$ cat config.mk
export PLATFORM = sky130hd
export DESIGN_NAME = filled_midpoint_circle_spans_top
export DESIGN_NICKNAME = d
export VERILOG_FILES = /design/src/rtl/fmcs_pkg.sv /design/src/rtl/fmcs_ctrl.sv /design/src/rtl/fmcs_dp.sv /design/src/rtl/filled_midpoint_circle_spans_top.sv
export SDC_FILE = /design/constraint.sdc
export NUM_CORES = 1
export LEC_CHECK = 0
export ABC_AREA = 1
export BUFFER_PORTS_ARGS = -buffer_cell sky130_fd_sc_hd__buf_4
export CAP_MARGIN = 25
export CORE_MARGIN = 2
export CORE_UTILIZATION = 35
export CTS_CLUSTER_DIAMETER = 100
export DETAILED_ROUTE_END_ITERATION = 16
export SYNTH_ARGS = -nofsm -noshare
export SYNTH_HDL_FRONTEND = slang
export SYNTH_SLANG_ARGS = --single-unit
$ cat constraint.sdc
create_clock -name clk -period 3.4 [get_ports clk]
set_input_delay 0.34 -clock clk [delete_from_list [all_inputs] [get_ports clk]]
set_output_delay 0.34 -clock clk [all_outputs]
set_load 0.02 [all_outputs]
$ cat src/rtl/fmcs_pkg.sv
// shared types and constants for the filled circle span generator
package fmcs_pkg;

	localparam int unsigned CoordW  = 10;
	localparam int unsigned RadW    = 4;
	localparam int unsigned ColorW  = 16;
	localparam int unsigned OffW    = 4;
	localparam int unsigned SpanW   = 12;
	localparam int unsigned StepW   = 5;
	localparam int unsigned DecW    = 8;
	localparam int unsigned InDataW  = 40;
	localparam int unsigned OutDataW = 56;

	typedef enum logic [1:0] {
		PH_PX_Y = 2'd0,
		PH_MX_Y = 2'd1,
		PH_PY_X = 2'd2,
		PH_MY_X = 2'd3
	} phase_t;

	typedef struct packed {
		logic load;
		logic step;
		logic cfg_we;
	} ctrl_cmd_t;

	typedef struct packed {
		logic last;
	} dp_stat_t;

endpackage

$ cat src/rtl/fmcs_ctrl.sv
// controller state machine: item intake, span sequencing and output valid
module fmcs_ctrl (
	input  logic               clk,
	input  logic               arst_n,
	input  logic               s_tvalid,
	output logic               s_tready,
	output logic               m_tvalid,
	input  logic               m_tready,
	input  logic               cfg_valid,
	output logic               cfg_ready,
	output fmcs_pkg::ctrl_cmd_t cmd,
	input  fmcs_pkg::dp_stat_t  stat
);
	import fmcs_pkg::*;

	typedef enum logic {
		ST_IDLE,
		ST_RUN
	} state_t;

	state_t state_q;
	logic   valid_q;
	logic   out_free;

	assign out_free   = !valid_q || m_tready;
	assign s_tready   = (state_q == ST_IDLE);
	assign m_tvalid   = valid_q;
	assign cfg_ready  = 1'b1;
	assign cmd.load   = s_tvalid && (state_q == ST_IDLE);
	assign cmd.step   = (state_q == ST_RUN) && out_free;
	assign cmd.cfg_we = cfg_valid;

	always_ff @(posedge clk or negedge arst_n) begin
		if (!arst_n) begin
			state_q <= ST_IDLE;
			valid_q <= 1'b0;
		end else begin
			case (state_q)
				ST_IDLE: begin
					if (cmd.load) begin
						state_q <= ST_RUN;
					end
				end
				ST_RUN: begin
					if (cmd.step && stat.last) begin
						state_q <= ST_IDLE;
					end
				end
				default: state_q <= ST_IDLE;
			endcase
			if (cmd.step) begin
				valid_q <= 1'b1;
			end else if (m_tready) begin
				valid_q <= 1'b0;
			end
		end
	end

endmodule

$ cat src/rtl/fmcs_dp.sv
// datapath: midpoint decision update, span coordinates and output register
module fmcs_dp #(
	parameter int unsigned MAX_RADIUS = 15
) (
	input  logic                              clk,
	input  logic                              arst_n,
	input  fmcs_pkg::ctrl_cmd_t               cmd,
	output fmcs_pkg::dp_stat_t                stat,
	input  logic [fmcs_pkg::InDataW-1:0]      s_tdata,
	input  logic [fmcs_pkg::OffW-1:0]         cfg_data,
	output logic [fmcs_pkg::OutDataW-1:0]     m_tdata,
	output logic                              m_tlast
);
	import fmcs_pkg::*;

	localparam logic [RadW-1:0] RMax = RadW'(MAX_RADIUS);

	logic [OffW-1:0]          off_q;
	logic [CoordW-1:0]        cx_q, cy_q;
	logic [ColorW-1:0]        color_q;
	logic [StepW-1:0]         x_q, y_q;
	logic signed [DecW-1:0]   d_q;
	phase_t                   phase_q;

	logic [SpanW-1:0]         col_q, top_q, bot_q;
	logic [ColorW-1:0]        ocolor_q;
	logic                     olast_q;

	logic [CoordW-1:0]        in_cx, in_cy;
	logic [RadW-1:0]          in_r, r_sat;
	logic [ColorW-1:0]        in_color;
	logic [StepW-1:0]         a, b, y_next, x_next;
	logic                     neg_col;
	logic signed [DecW-1:0]   d_next, xs, ys;
	logic [SpanW-1:0]         cxo, cyo, col_c, top_c, bot_c;

	assign in_cx    = s_tdata[9:0];
	assign in_cy    = s_tdata[19:10];
	assign in_r     = s_tdata[23:20];
	assign in_color = s_tdata[39:24];
	assign r_sat    = (in_r > RMax) ? RMax : in_r;

	assign xs     = DecW'(x_q);
	assign ys     = DecW'(y_q);
	assign y_next = (d_q < 0) ? y_q : y_q - StepW'(1);
	assign x_next = x_q + StepW'(1);
	assign d_next = (d_q < 0) ? d_q + (xs <<< 1) + DecW'(3)
	                          : d_q + ((xs - ys) <<< 1) + DecW'(5);

	always_comb begin
		case (phase_q)
			PH_PX_Y: begin a = x_q; b = y_q; neg_col = 1'b0; end
			PH_MX_Y: begin a = x_q; b = y_q; neg_col = 1'b1; end
			PH_PY_X: begin a = y_q; b = x_q; neg_col = 1'b0; end
			PH_MY_X: begin a = y_q; b = x_q; neg_col = 1'b1; end
			default: begin a = x_q; b = y_q; neg_col = 1'b0; end
		endcase
	end

	assign cxo   = SpanW'(cx_q) + SpanW'(off_q);
	assign cyo   = SpanW'(cy_q) + SpanW'(off_q);
	assign col_c = neg_col ? cxo - SpanW'(a) : cxo + SpanW'(a);
	assign top_c = cyo - SpanW'(b);
	assign bot_c = cyo + SpanW'(b);

	// loop ends once x passes y; compared before y steps down so y never wraps
	assign stat.last = (phase_q == PH_MY_X)
	                   && ((d_q < 0) ? (x_q >= y_q) : (x_next >= y_q));

	always_ff @(posedge clk or negedge arst_n) begin
		if (!arst_n) begin
			off_q <= OffW'(4);
		end else if (cmd.cfg_we) begin
			off_q <= cfg_data;
		end
	end

	always_ff @(posedge clk) begin
		if (cmd.load) begin
			cx_q    <= in_cx;
			cy_q    <= in_cy;
			color_q <= in_color;
			x_q     <= '0;
			y_q     <= StepW'(r_sat);
			d_q     <= DecW'(1) - DecW'(r_sat);
			phase_q <= PH_PX_Y;
		end else if (cmd.step) begin
			phase_q <= phase_t'(phase_q + 2'd1);
			if (phase_q == PH_MY_X) begin
				x_q <= x_next;
				y_q <= y_next;
				d_q <= d_next;
			end
		end
		if (cmd.step) begin
			col_q    <= col_c;
			top_q    <= top_c;
			bot_q    <= bot_c;
			ocolor_q <= color_q;
			olast_q  <= stat.last;
		end
	end

	assign m_tdata = {4'b0000, ocolor_q, bot_q, top_q, col_q};
	assign m_tlast = olast_q;

endmodule

$ cat src/rtl/filled_midpoint_circle_spans_top.sv
// Filled midpoint circle span generator. One circle request beat yields 4 spans per
// midpoint iteration, one span beat per cycle when the output is not stalled. A request
// is loaded and then stepped once per span, so 44 spans at radius 15 and 4 spans at
// radius 0. The controller takes a new request once the last span of the current circle
// is in the output register; output stalls hold the stepping.
module filled_midpoint_circle_spans_top #(
	parameter int unsigned MAX_RADIUS = 15
) (
	input  logic                          clk,
	input  logic                          arst_n,
	input  logic                          s_tvalid,
	output logic                          s_tready,
	// col_mid[9:0], row_mid[19:10], circle_radius[23:20], paint[39:24]
	input  logic [fmcs_pkg::InDataW-1:0]  s_tdata,
	output logic                          m_tvalid,
	input  logic                          m_tready,
	// span_column[11:0], span_top[23:12], span_bottom[35:24], span_color[51:36]
	output logic [fmcs_pkg::OutDataW-1:0] m_tdata,
	output logic                          m_tlast,
	input  logic                          cfg_valid,
	output logic                          cfg_ready,
	input  logic [fmcs_pkg::OffW-1:0]     cfg_data
);
	import fmcs_pkg::*;

	ctrl_cmd_t cmd;
	dp_stat_t  stat;

	fmcs_ctrl u_ctrl (
		.clk       (clk),
		.arst_n    (arst_n),
		.s_tvalid  (s_tvalid),
		.s_tready  (s_tready),
		.m_tvalid  (m_tvalid),
		.m_tready  (m_tready),
		.cfg_valid (cfg_valid),
		.cfg_ready (cfg_ready),
		.cmd       (cmd),
		.stat      (stat)
	);

	fmcs_dp #(
		.MAX_RADIUS (MAX_RADIUS)
	) u_dp (
		.clk      (clk),
		.arst_n   (arst_n),
		.cmd      (cmd),
		.stat     (stat),
		.s_tdata  (s_tdata),
		.cfg_data (cfg_data),
		.m_tdata  (m_tdata),
		.m_tlast  (m_tlast)
	);

endmodule

==> out/qor.csv <==
metric,value,unit
Final ANT Viol Nets,0,
Critical Path Most Common Cell,nand2_1,
ys async rst share,0.0526,
diodes inserted,0,
Worst Clk Skew,0.00812,ns
Max Buffers Root-to-Sink,2,
Critical Path Fanout Max,6,
max_slew headroom,0.485,
placed inst area,0.00800,mm^2
Synth Flop Type,edfxtp_1,
Netlist cell types,41,
CTS root buf,clkbuf_16,
final instance area,0.00861,mm^2
Total Wirelength,15200,um
Hold Path Class,input pin to flip-flop,
Post-synth EDFFs,100,
vias in the first global route,4762,
sequential-to-total area share from yosys stat,0.482,
setup TNS,0,ns
synth-to-layout area growth,25.3,%
Worst EP required,3.54,ns
"commonest non-fill, non-tap cell in the layout",nand2_1,
number of buffers created by CTS,17,
Mapped Area,0.00687,mm^2
1st-iter DRT viols,261,
All-Layer GR Usage,0.150,
Initial Util,0.355,
setup repair bufs after CTS,0,
Final Hold Viols,0,
fin crit period,3.14,ns
DP HPWL,11400,um
pin count of the biggest net entering global routing,47,
warnings from Yosys,0,
most frequent cells in the layout,"nand2_1, buf_4, edfxtp_1",
routability-driven placement congestion ratio,0.911,
post-synthesis sequential element count,114,
CP arrival,3.28,ns
"critical path, cell by cell",inv_1 > ha_1 > a21o_1 > a31oi_1 > xor2_1 > inv_1 > ha_1 > ha_1 > nand2_1 > nand2_1 > nand2_1 > nand3_1 > nand2_1 > nand3_1 > nand3_1 > nand2_1 > nand2_1 > nand2_1,
Syn Area/Cell,9.97,um^2
Post-Synthesis Cells,689,
"Worst Path Class, Setup",flip-flop to flip-flop,
Clock Sink Count,114,
port bufs,103,
worst skew pair latency,0.42,ns
Placeable Area,0.0193,mm^2
final worst-path cycle share,0.924,
Die W,144,um
CTS tree,yes,
endpoint class of the critical path,flip-flop,
vias,5064,
DIE HEIGHT,144,um
DIE AREA,0.0208,mm^2
CP startpoint kind,flip-flop,
first-pass GRT wire length,23700,um
layout cells sized above 1,0.219,
Setup Viol. Count Final,0,
I/O pins,109,
CP max stage delay,0.42,ns
clock-pin slew on the worst setup and hold paths,0.06,ns
first-pass iteration count of the detailed router,5,
status,"finished, final reports clean",
average wire per standard cell,13.9,um
GRT overflow,0,
Layout Nets,940,
fmax,318,MHz
"Slew Viols, Final",0,
layout filler cell count,1793,
Max-Cap Viols,0,
# DRC,0,
H-tree depth,4,
num rows,51,
Vias per Instance,4.63,
"Slowest-stage cell, CP",edfxtp_1,
Worst-Margin Slew,0.764,ns
RSZ-0062 raised after global routing,no,
initial antenna violation count,0,
[final cells by class]
cell class                      count  area [um^2]  area share
Sequential cell                   114         3310       0.385
Multi-Input combinational cell    474         3170       0.368
Timing Repair Buffer              114          858      0.0997
Clock buffer                       17          425      0.0494
Inverter                           94          353      0.0410
Tap cell                          265          332      0.0385
Clock inverter                     15          164      0.0190
[per-layer routing]
layer  up-vias  wire [um]  share of wire  global-route usage
li1       2590          -              -                   -
met1      2325       7180           0.47               0.201
met2       135       7050           0.47               0.239
met3        14        736          0.049              0.0368
met4         0        197          0.013              0.0485
met5         -          0              0                   0
[what timing repair did]
action / CTS / global route
endpoints found under the setup margin: 0 / 3
hold endpoints to repair: 6 / 0
hold buffers: 1 / 0
gates resized for setup: 0 / 3
[worst paths after layout]
path / start / endpoint / slack (ns) / cells past startpoint
setup reg to reg: u_dp.y_q[2] / u_dp.d_q[7] / 0.26 / 18
hold reg to reg: u_dp.color_q[9] / u_dp.ocolor_q[9] / 0.41 / 0
min in group asynchronous: arst_n / u_ctrl.m_tvalid / 0.26 / 2
hold / removal: s_tdata[8] / u_dp.cx_q[8] / 0.09 / 1
setup / recovery: u_dp.y_q[2] / u_dp.d_q[7] / 0.26 / 18
max in group asynchronous: arst_n / u_dp.off_q[2] / 2.92 / 2
[sequential cells by signal (all words and copies together) (netlist names)]
name,cells
u_ctrl.state_q,1
u_dp.x_q,5
u_dp.col_q,12
u_dp.cx_q,10
u_dp.y_q,5
u_dp.m_tlast,1
u_dp.cy_q,10
u_ctrl.m_tvalid,1
u_dp.off_q,4
u_dp.color_q,16
u_dp.ocolor_q,16
u_dp.phase_q,2
u_dp.d_q,8
u_dp.bot_q,12
u_dp.top_q,11
[through the flow]
step,worst slack [ns],hold WS [ns],cells,utilization
after floorplan,0.494,0.0444,693,-
after global placement,0.239,0.162,1060,0.414
after detailed placement,0.152,0.161,1060,0.414
after CTS,0.136,0.0754,1093,0.445
after global routing,0.0115,0.0733,1093,0.445
final,0.260,0.0927,1093,0.445
[worst max-delay path, delay by kind of cell, from the launching register on]
family / cells / cell delay (ns)
simple gates: 10 / 0.73
buf+inv: 2 / 0.24
flops: 1 / 0.42
compound gates: 2 / 0.39
fa+ha+maj: 3 / 0.94
xor+xnor: 1 / 0.16
[cell families (layout without fill, tap and decap cells)]
kind of cell | after synthesis | in the layout | synth area share
fa+ha+maj | 76 | 76 | 0.147
xor+xnor | 49 | 49 | 0.0635
mux | 4 | 4 | 0.00655
buf+inv | 105 | 240 | 0.0617
flops | 114 | 114 | 0.482
compound gates | 92 | 92 | 0.0757
other cells | 2 | 6 | 0.00109
simple gates | 247 | 247 | 0.162
[synthesized netlist by cell type, types with 3 or more instances]
| cell | instances | area [um^2] |
|---|---|---|
| a21oi_1 | 35 | 175 |
| xnor2_1 | 6 | 52.6 |
| dfxtp_1 | 8 | 160 |
| a31oi_1 | 5 | 31.3 |
| mux2_2 | 4 | 45.0 |
| fa_1 | 8 | 160 |
| o21ai_0 | 32 | 160 |
| nor2_1 | 31 | 116 |
| inv_1 | 91 | 342 |
| nor3_1 | 6 | 30.0 |
| nand3_1 | 40 | 200 |
| xor2_1 | 42 | 368 |
| nor2_4 | 3 | 33.8 |
| buf_4 | 6 | 45.0 |
| o21bai_1 | 3 | 22.5 |
| inv_2 | 3 | 11.3 |
| nand2_2 | 6 | 37.5 |
| dfrtp_1 | 5 | 125 |
| nand2_1 | 135 | 507 |
| o21ai_2 | 4 | 35.0 |
| nand4_1 | 16 | 100 |
| clkbuf_1 | 4 | 15.0 |
| edfxtp_1 | 100 | 3000 |
| nand3_2 | 4 | 40.0 |
| a21o_1 | 4 | 30.0 |
| ha_1 | 68 | 851 |
Power is not shown: default switching activity piles up to over one toggle a cycle in this logic, so the estimate is an artifact.
